[src/rtl/vtb_pkg.sv]
`default_nettype none
// ----------------------------------------------------------------------------
// Virtual timer bank package
// Shared constants, action codes and the controller/datapath interface types.
// ----------------------------------------------------------------------------
package vtb_pkg;

    localparam int NUM_TIMERS = 16;
    localparam int IDX_W = (NUM_TIMERS > 1) ? $clog2(NUM_TIMERS) : 1;
    localparam int TICK_W = 32;
    localparam int COUNT_W = 16;
    localparam int TIMER_SEL_W = 4;
    localparam int ACTION_W = 2;
    localparam logic [TICK_W-1:0] THRESHOLD_RESET = 32'hFFFF_0000;
    localparam logic [TICK_W-1:0] COUNTER_START = 32'd1;

    typedef enum logic [ACTION_W-1:0] {
        ACT_TICK  = 2'd0,
        ACT_SET   = 2'd1,
        ACT_CLEAR = 2'd2,
        ACT_QUERY = 2'd3
    } action_t;

    typedef struct packed {
        logic             load;
        logic             exec;
        logic             walk;
        logic [IDX_W-1:0] walk_idx;
        logic             rebase_done;
        logic             report;
    } vtb_cmd_t;

    typedef struct packed {
        logic rebase_req;
    } vtb_status_t;

    // Folds the raw timer selector onto the bank as a small constant table.
    function automatic logic [IDX_W-1:0] idx_of(input logic [TIMER_SEL_W-1:0] sel);
        logic [IDX_W-1:0] res;
        res = '0;
        for (int k = 0; k < (1 << TIMER_SEL_W); k++) begin
            if (sel == TIMER_SEL_W'(k)) begin
                res = IDX_W'(k % NUM_TIMERS);
            end
        end
        return res;
    endfunction

endpackage
`default_nettype wire

[src/rtl/vtb_ctrl.sv]
`default_nettype none
// ----------------------------------------------------------------------------
// Virtual timer bank controller
// Sequences capture, update, the rebase walk and the result hand-over.
// ----------------------------------------------------------------------------
module vtb_ctrl (
    input  wire                   aclk,
    input  wire                   aresetn,
    input  wire                   s_tvalid,
    output logic                  s_tready,
    output logic                  m_tvalid,
    input  wire                   m_tready,
    input  vtb_pkg::vtb_status_t  status,
    output vtb_pkg::vtb_cmd_t     cmd
);

    typedef enum logic [1:0] {
        ST_IDLE,
        ST_EXEC,
        ST_REBASE,
        ST_REPORT
    } state_t;

    state_t                    state_reg, state_next;
    logic [vtb_pkg::IDX_W-1:0] walk_reg, walk_next;
    logic                      m_tvalid_reg, m_tvalid_next;
    logic                      walk_last;
    logic                      out_free;

    assign walk_last = (walk_reg == vtb_pkg::IDX_W'(vtb_pkg::NUM_TIMERS - 1));
    assign out_free  = !m_tvalid_reg || m_tready;
    assign s_tready  = (state_reg == ST_IDLE);
    assign m_tvalid  = m_tvalid_reg;

    always_comb begin
        state_next    = state_reg;
        walk_next     = walk_reg;
        m_tvalid_next = m_tvalid_reg && !m_tready;
        cmd           = '0;
        cmd.walk_idx  = walk_reg;
        case (state_reg)
            ST_IDLE: begin
                if (s_tvalid) begin
                    cmd.load   = 1'b1;
                    state_next = ST_EXEC;
                end
            end
            ST_EXEC: begin
                cmd.exec  = 1'b1;
                walk_next = '0;
                if (status.rebase_req) begin
                    state_next = ST_REBASE;
                end else begin
                    state_next = ST_REPORT;
                end
            end
            ST_REBASE: begin
                cmd.walk  = 1'b1;
                walk_next = walk_reg + 1'b1;
                if (walk_last) begin
                    cmd.rebase_done = 1'b1;
                    walk_next       = '0;
                    state_next      = ST_REPORT;
                end
            end
            ST_REPORT: begin
                if (out_free) begin
                    cmd.report    = 1'b1;
                    m_tvalid_next = 1'b1;
                    state_next    = ST_IDLE;
                end
            end
            default: begin
                state_next = ST_IDLE;
            end
        endcase
    end

    always_ff @(posedge aclk) begin
        if (!aresetn) begin
            state_reg    <= ST_IDLE;
            walk_reg     <= '0;
            m_tvalid_reg <= 1'b0;
        end else begin
            state_reg    <= state_next;
            walk_reg     <= walk_next;
            m_tvalid_reg <= m_tvalid_next;
        end
    end

    a_report_not_stalled: assert property (@(posedge aclk) disable iff (!aresetn)
        cmd.report |-> out_free)
        else $error("Result loaded while the previous beat was still pending.");

    a_accept_to_exec: assert property (@(posedge aclk) disable iff (!aresetn)
        (s_tvalid && s_tready) |=> (state_reg == ST_EXEC))
        else $error("Accepted beat was not executed in the following cycle.");

    a_walk_to_report: assert property (@(posedge aclk) disable iff (!aresetn)
        (state_reg == ST_REBASE && walk_last) |=> (state_reg == ST_REPORT && walk_reg == '0))
        else $error("Rebase walk did not finish into the report state.");

endmodule
`default_nettype wire

[src/rtl/vtb_datapath.sv]
`default_nettype none
// ----------------------------------------------------------------------------
// Virtual timer bank datapath
// Tick counter, deadline registers, rebase arithmetic and the result register.
// ----------------------------------------------------------------------------
module vtb_datapath (
    input  wire                                aclk,
    input  wire                                aresetn,
    input  wire                                cfg_wr_en,
    input  wire  [vtb_pkg::TICK_W-1:0]         cfg_wr_data,
    input  wire  [vtb_pkg::ACTION_W-1:0]       s_action,
    input  wire  [vtb_pkg::TIMER_SEL_W-1:0]    s_timer_index,
    input  wire  [vtb_pkg::TICK_W-1:0]         s_ticks,
    input  vtb_pkg::vtb_cmd_t                  cmd,
    output vtb_pkg::vtb_status_t               status,
    output logic [vtb_pkg::TICK_W-1:0]         m_remaining,
    output logic                               m_elapsed,
    output logic [vtb_pkg::COUNT_W-1:0]        m_restart_count
);

    vtb_pkg::action_t                 action_reg;
    logic [vtb_pkg::IDX_W-1:0]        idx_reg;
    logic [vtb_pkg::TICK_W-1:0]       ticks_reg;
    logic [vtb_pkg::TICK_W-1:0]       threshold_reg;
    logic [vtb_pkg::TICK_W-1:0]       counter_reg, counter_next;
    logic [vtb_pkg::COUNT_W-1:0]      restart_reg, restart_next;
    logic [vtb_pkg::TICK_W-1:0]       deadline_reg [vtb_pkg::NUM_TIMERS];
    logic [vtb_pkg::TICK_W-1:0]       remaining_reg;
    logic                             elapsed_reg;
    logic [vtb_pkg::COUNT_W-1:0]      restart_out_reg;

    logic [vtb_pkg::IDX_W-1:0]        rd_idx;
    logic [vtb_pkg::TICK_W-1:0]       rd_data;
    logic                             dl_wr_en;
    logic [vtb_pkg::TICK_W-1:0]       dl_wr_data;
    logic                             dl_pending;
    logic                             cnt_below;

    assign rd_idx  = cmd.walk ? cmd.walk_idx : idx_reg;
    assign rd_data = deadline_reg[rd_idx];

    assign status.rebase_req = (action_reg == vtb_pkg::ACT_TICK)
                            && (counter_reg >= threshold_reg) && (counter_reg != '1);

    assign dl_pending = rd_data > counter_reg;
    assign cnt_below  = counter_reg < rd_data;

    always_comb begin
        counter_next = counter_reg;
        restart_next = restart_reg;
        dl_wr_en     = 1'b0;
        dl_wr_data   = '0;
        if (cmd.exec) begin
            case (action_reg)
                vtb_pkg::ACT_TICK: begin
                    counter_next = counter_reg + 1'b1;
                end
                vtb_pkg::ACT_SET: begin
                    dl_wr_en   = 1'b1;
                    dl_wr_data = counter_reg + ticks_reg;
                end
                vtb_pkg::ACT_CLEAR: begin
                    dl_wr_en   = 1'b1;
                    dl_wr_data = '0;
                end
                default: begin
                end
            endcase
        end
        if (cmd.walk) begin
            dl_wr_en   = 1'b1;
            dl_wr_data = dl_pending ? (rd_data - counter_reg + vtb_pkg::TICK_W'(1)) : '0;
        end
        if (cmd.rebase_done) begin
            counter_next = vtb_pkg::COUNTER_START;
            restart_next = restart_reg + 1'b1;
        end
    end

    always_ff @(posedge aclk) begin
        if (!aresetn) begin
            threshold_reg <= vtb_pkg::THRESHOLD_RESET;
            counter_reg   <= vtb_pkg::COUNTER_START;
            restart_reg   <= '0;
            for (int i = 0; i < vtb_pkg::NUM_TIMERS; i++) begin
                deadline_reg[i] <= '0;
            end
        end else begin
            if (cfg_wr_en) begin
                threshold_reg <= cfg_wr_data;
            end
            counter_reg <= counter_next;
            restart_reg <= restart_next;
            if (dl_wr_en) begin
                deadline_reg[rd_idx] <= dl_wr_data;
            end
        end
    end

    always_ff @(posedge aclk) begin
        if (cmd.load) begin
            action_reg <= vtb_pkg::action_t'(s_action);
            idx_reg    <= vtb_pkg::idx_of(s_timer_index);
            ticks_reg  <= s_ticks;
        end
        if (cmd.report) begin
            remaining_reg   <= cnt_below ? (rd_data - counter_reg) : '0;
            elapsed_reg     <= !cnt_below;
            restart_out_reg <= restart_reg;
        end
    end

    assign m_remaining     = remaining_reg;
    assign m_elapsed       = elapsed_reg;
    assign m_restart_count = restart_out_reg;

    a_rebase_restarts: assert property (@(posedge aclk) disable iff (!aresetn)
        cmd.rebase_done |=> (counter_reg == vtb_pkg::COUNTER_START))
        else $error("Counter did not restart after a rebase.");

    a_restart_count: assert property (@(posedge aclk) disable iff (!aresetn)
        cmd.rebase_done |=> (restart_reg == $past(restart_reg) + 16'd1))
        else $error("Restart count did not advance on a rebase.");

endmodule
`default_nettype wire

[src/rtl/virtual_timer_bank_unit.sv]
`default_nettype none
// ----------------------------------------------------------------------------
// Virtual timer bank unit
// Sixteen deadline timers measured against a shared tick counter that starts
// at 1. Each input beat carries an action in tuser (tick, set, clear or query)
// and returns one result beat with the addressed timer's remaining ticks, its
// elapsed flag and the number of counter rebases so far. The unit takes a new
// beat only once the last one is through its steps: capture at acceptance,
// update of the counter or the deadline registers, and the read of the
// addressed timer into the output register. A result still waiting for
// m_tready holds the next beat in its read step. A tick that finds the
// counter at or above the rebase threshold, and not at all ones, starts a
// rebase that walks the deadline registers one timer at a time through their
// single read and write port. Deadlines are cleared by reset directly. The
// threshold is written through cfg_wr_en and cfg_wr_data; the user is to
// write it only while the unit is idle; the block does not enforce this.
// ----------------------------------------------------------------------------
module virtual_timer_bank_unit (
    input  wire         aclk,
    input  wire         aresetn,
    input  wire         cfg_wr_en,
    input  wire  [31:0] cfg_wr_data,
    input  wire         s_tvalid,
    output logic        s_tready,
    input  wire  [39:0] s_tdata,   // timer_index [3:0], ticks [35:4], zero [39:36]
    input  wire  [1:0]  s_tuser,   // action [1:0]
    output logic        m_tvalid,
    input  wire         m_tready,
    output logic [55:0] m_tdata    // remaining [31:0], elapsed [32],
                                   // restart_count [48:33], zero [55:49]
);

    vtb_pkg::vtb_cmd_t                cmd;
    vtb_pkg::vtb_status_t             status;
    logic [vtb_pkg::TICK_W-1:0]       remaining;
    logic                             elapsed;
    logic [vtb_pkg::COUNT_W-1:0]      restart_count;

    vtb_ctrl u_ctrl (
        .aclk     (aclk),
        .aresetn  (aresetn),
        .s_tvalid (s_tvalid),
        .s_tready (s_tready),
        .m_tvalid (m_tvalid),
        .m_tready (m_tready),
        .status   (status),
        .cmd      (cmd)
    );

    vtb_datapath u_datapath (
        .aclk            (aclk),
        .aresetn         (aresetn),
        .cfg_wr_en       (cfg_wr_en),
        .cfg_wr_data     (cfg_wr_data),
        .s_action        (s_tuser),
        .s_timer_index   (s_tdata[3:0]),
        .s_ticks         (s_tdata[35:4]),
        .cmd             (cmd),
        .status          (status),
        .m_remaining     (remaining),
        .m_elapsed       (elapsed),
        .m_restart_count (restart_count)
    );

    assign m_tdata = {7'd0, restart_count, elapsed, remaining};

endmodule
`default_nettype wire
[config.mk]
export PLATFORM = sky130hd
export DESIGN_NAME = virtual_timer_bank_unit
export DESIGN_NICKNAME = d
export VERILOG_FILES = /design/src/rtl/vtb_pkg.sv /design/src/rtl/vtb_ctrl.sv /design/src/rtl/vtb_datapath.sv /design/src/rtl/virtual_timer_bank_unit.sv
export SDC_FILE = /design/constraint.sdc
export NUM_CORES = 1
export LEC_CHECK = 0
export BUFFER_PORTS_ARGS = -buffer_cell sky130_fd_sc_hd__clkbuf_2
export CAP_MARGIN = 10
export CORE_UTILIZATION = 55
export CTS_CLUSTER_DIAMETER = 100
export DETAILED_ROUTE_END_ITERATION = 10
export HOLD_SLACK_MARGIN = 0.03
export PLACE_DENSITY_LB_ADDON = 0.05
export SLEW_MARGIN = 20
export SYNTH_ARGS = -nofsm -noshare
export SYNTH_HDL_FRONTEND = slang
export SYNTH_HIERARCHICAL = 1
export SYNTH_SLANG_ARGS = --single-unit
[constraint.sdc]
create_clock -name aclk -period 14.8 [get_ports aclk]
set_input_delay 4.44 -clock aclk [delete_from_list [all_inputs] [get_ports aclk]]
set_output_delay 4.44 -clock aclk [all_outputs]
set_load 0.02 [all_outputs]
Yosys cells after proc, flatten, opt, wreduce, memory -nomap -nowiden --
Memory sizes are Yosys's and may differ from the RTL's. Index checks and enable logic that the tools add are counted.
Word-level totals: memory bits (writable) 512, register bits 174, input port bits 79, memories kept 1
Cells by class: add/sub/neg operators 6, mux-type cells 46, reductions and logical operators 18, eq/ne operators 25, bitwise gates (word level) 1, order comparisons 3
Memory list:
- u_datapath.deadline_reg | words 16, width 32, read ports 1, clocked after memory_dff 0, wr ports 16, line vtb_datapath.sv:27 | logic [vtb_pkg::TICK_W-1:0] deadline_reg [vtb_pkg::NUM_TIMERS];
Operators by type and width (number):
- $mux 32 | 5
- $add 32x1->32 const B | 2
- $eq 4x4->1 const B | 9
- $add 32x32->32 | 1
- $ge 32x32->1 | 1
- $gt 32x32->1 | 1
- $lt 32x32->1 | 1
- $ne 32x32->1 const B | 1
- $reduce_or 32->1 | 1
- $sub 32x32->32 | 1
- $mux 3 | 8
- $mux 1 | 21
- $add 16x1->16 const B | 1
- $eq 4x3->1 const B | 4
- $mux 2 | 7
- $mux 4 | 3
- $eq 4x2->1 const B | 2
- $pmux 2 s4 | 1
- $pmux 4 s2 | 1
- $reduce_or 8->1 | 1
- $eq 2x2->1 const B | 3
- $reduce_or 2->1 | 3
- $add 4x1->4 const B | 1
- $eq 2x1->1 const B | 2
- 12 further kinds | 18

Longest topological paths before layout --
word-level depth 15, depth in mapped cells 26

Cells and area by module --
The synthesis kept the hierarchy.
By module, submodules not included:
- vtb_datapath | area each 34006.4 sq um, sequential area each 19588.8 sq um, times used 1, cells an instance 2856
- vtb_ctrl | area each 425.4 sq um, sequential area each 140.1 sq um, times used 1, cells an instance 47
- virtual_timer_bank_unit | area each 63.8 sq um, sequential area each 0.0 sq um, times used 1, cells an instance 9

Worst setup path after synthesis --
OpenSTA, ideal clock, no wires.
path kind input -> register, start point input port m_tready, end point register u_datapath.elapsed_reg, in the netlist u_datapath/m_elapsed (enable), path slack 7645 ps, arrival time 6694 ps, path buffers 0, stages on the path 2, cell sequence nor2b_1 > nor2b_1
RTL lines:
- start: declaration | line virtual_timer_bank_unit.sv:28 | input wire m_tready,
- end signal: assignment | line vtb_datapath.sv:108 | elapsed_reg <= !cnt_below;
- end: declaration | line vtb_datapath.sv:29 | logic elapsed_reg;

==> flow_metrics.py <==
metrics = {
    "worst_hold_path": {
        "hold_path_depth": 0,
        "hp-class": "flip-flop to flip-flop",
        "hold_end": "u_datapath/m_restart_count[15]",
        "worstHoldStart": "u_datapath/restart_reg[15]",
    },
    "routing": {
        "remaining_drc_errors": 0,
        "num_vias": 23400,
        "dr.first_iter.drc_count": 1746,
        "drt_wl_total_um": 90300,
        "dr.pass1.iters": 5,
        "wl_per_cell_um": 23.2,
        "detail_route.vias_per_cell": 6.02,
        "ant_nets": 0,
    },
    "floorplan": {
        "core-area_sq_um": 61800,
        "die_h_um": 252,
        "die_area_sq_um": 63700,
        "row_count": 91,
        "dieWidth_um": 252,
        "start_util": 0.558,
        "pin_count": 137,
    },
    "yosys": {
        "yosysSeqAreaShare": 0.572,
        "synth_mux_area_frac": 0.0939,
        "synth-adder-area-share": 0.0392,
        "synthSimpleGateAreaFrac": 0.148,
        "synth-compound-area-share": 0.0848,
        "synthFlopType": "edfxtp_1",
        "syn-cell-area_sq_um": 34500,
        "ys_warn_count": 6,
        "synth_top_family_by_area": "simple AND/OR/NAND/NOR gates",
        "yosysUniqueCellTypes": 94,
        "yosysTopAreaCellShare": 0.521,
        "yosysTopAreaCell": "edfxtp_1",
        "ys_top_cells_by_area": "edfxtp_1 (52%), mux4_2 (8.4%), nor2_1 (6.1%)",
        "synth_edf_count": 599,
        "netlist_instances": 2912,
        "ys_seq_elements": 686,
        "avgSynthCellArea_sq_um": 11.8,
        "synth-xor-area-share": 0.0287,
        "async_reset_ff_frac": 0,
    },
    "cts": {
        "cts.clk_slew.worst_paths_ns": 0.06,
        "cts_resized": 0,
        "htree_levels": 3,
        "cts_made_buffers": 75,
        "hold_buffers": 0,
        "cts_setup_buffers": 0,
        "cts_tree": "built",
        "root_buffer": "clkbuf_16",
        "insertion_delay_ns": 0.63,
        "numClockSinks": 686,
        "cts_buffer_depth": 3,
    },
    "critical_path": {
        "worstReg2RegStart": "u_ctrl/state_reg[0]",
        "reg2reg_to": "u_datapath/deadline_reg[6][21]",
        "path_max_fanout": 91,
        "end_kind": "flip-flop",
        "critPathKind": "flip-flop to flip-flop",
        "arrival_ns": 8.20,
        "startpoint_type": "flip-flop",
        "r2r.worst_path.cells": 20,
        "cp-startpoint": "u_ctrl/state_reg[0]",
        "r2r_slack_ns": 6.94,
        "critPathRequiredTime_ns": 15.14,
    },
    "power": {
        "power_switching_w": 0.00243,
        "total_leakage_power_nw": 13.7,
        "clock_power_share": 0.272,
        "irDropWorstVdd_uv": 137,
        "p_sw_frac": 0.368,
        "power_frac_comb": 0.378,
        "p_total_w": 0.00660,
        "p_int_w": 0.00417,
        "p_per_area_nw_per_um2": 172,
        "seqPwrFrac": 0.350,
    },
    "run_status": {
        "status": "completed",
    },
    "place": {
        "dp_slack_ns": 6.99,
        "dpl.hpwl_um": 59000,
        "io_buffers": 125,
        "placed_cell_area_sq_um": 36000,
        "place_congestion": 0.910,
    },
    "sta": {
        "maxSlewHeadroom": 0.314,
        "setup-violations-final": 0,
        "timing.final.hold_violations": 0,
        "rsz0062_at_grt": "no",
        "tightest_slew_ns": 1.03,
        "fin_crit_ns": 7.86,
        "min_period_over_period": 0.531,
        "finClkSkew_ns": 0.0266,
        "max_freq_ghz": 0.127,
        "fin_ws_ns": 6.94,
        "tns_ns": 0,
        "slew_violations": 0,
    },
    "global_routing": {
        "grt_max_degree": 131,
        "antenna_found_initial": 1,
        "overflow": 0,
        "grt_pass1_wl_um": 136000,
        "gr-usage-all-layers": 0.286,
        "grt_pass1_vias": 23300,
    },
    "final_layout": {
        "antenna_cells": 0,
        "drive_gt1_frac": 0.165,
        "layout_common_cells": "edfxtp_1 (599), nor2_1 (558), nand2_1 (267), a21oi_1 (131), mux4_2 (128)",
        "stdcell_area_sq_um": 38300,
        "area_delta_synth_final_pct": 11.1,
        "fin_util": 0.620,
        "num-nets-final": 3180,
        "largest_register_ffs": 512,
        "final_common_cell": "edfxtp_1",
    },
    "job": {
        "drv_cap": 0,
    },
}
through the flow:
stage	instances	hold WS (ns)
after global routing	3888	0.478
final	3888	0.480
after CTS	3888	0.481
after global placement	3754	0.448
after floorplan	2918	0.429
after detailed placement	3754	0.455
final cells by class:
class / instances / area (sq um)
clock buffers: 106 / 2040
clock inverters: 28 / 287
fillers: 4986 / 23500
inverters: 87 / 327
multi-input cells: 1947 / 13700
flip-flops and latches: 686 / 19700
well taps: 837 / 1050
repair buffers: 197 / 1190
power groups by stage:
stage	registers, W	clock network [W]	logic (W)
after CTS	0.00231	0.00183	0.00248
after floorplan	0.00235	0	0.00177
after global routing	0.00232	0.00189	0.00271
after detailed placement	0.00235	0	0.00247
after global placement	0.00234	0	0.00244
final	0.00231	0.00179	0.00250
worst max-delay path: stages, from the launching register on:
cell      delay, ns
dfxtp_1        0.35
inv_1          0.10
ha_1           0.24
mux2i_4        0.28
buf_12         0.57
buf_4          0.77
mux4_2         0.60
nand2_1        0.08
and3_1         0.30
a31oi_1        0.10
ha_1           0.61
and3_1         0.36
and2_1         0.29
o211ai_1       0.29
nand2_1        0.18
xor2_1         0.41
and3_1         0.38
nand2_1        0.18
or4_1          0.45
a31oi_2        0.84
nor2_1         0.10
Yosys cell counts (7+ instances only):
cell type	number
xnor2_1	82
mux4_2	128
a21oi_2	14
o21bai_1	7
nand2b_1	12
nand4_1	27
and2_1	33
ha_1	105
xor2_1	31
inv_1	86
and3_1	56
nor4_1	8
buf_2	21
o211ai_1	30
mux2i_1	30
clkbuf_1	143
or2_2	11
nor2_4	10
and4_1	15
nand2_1	267
nor2b_1	25
dfxtp_1	87
edfxtp_1	599
buf_1	20
a21oi_1	131
nand3_1	46
nor2_1	559
a211oi_1	13
o21a_1	9
a22oi_1	21
a21o_1	38
o21ai_0	47
buf_4	11
nor3_1	27
a31oi_1	39
cell families after synthesis:
group           Yosys count
fa+ha+maj               107
simple gates           1131
buf+inv                 285
mux                     163
xor+xnor                113
flops                   686
other cells               1
compound gates          426
per-layer routing:
layer / wire, um / vias up / part of all wire / GRT usage
met3: 6370 / 157 / 0.070 / 0.0439
li1: - / 10800 / - / -
met1: 36900 / 11600 / 0.41 / 0.382
met5: 7 / - / 0.000077 / 0
met4: 2750 / 2 / 0.030 / 0.103
met2: 44300 / 867 / 0.49 / 0.477
how the worst max path moves through the flow:
| stage | end | cells past startpoint |
|---|---|---|
| final | u_datapath/deadline_reg[6][21] | 20 |
| after global routing | u_datapath/deadline_reg[8][21] | 20 |
| after CTS | u_datapath/deadline_reg[3][21] | 20 |
| after detailed placement | u_datapath/deadline_reg[6][21] | 20 |
| after global placement | u_datapath/deadline_reg[13][24] | 20 |
| after floorplan | u_datapath/m_elapsed | 2 |
Note: power is estimated with default switching activity, not from simulation.
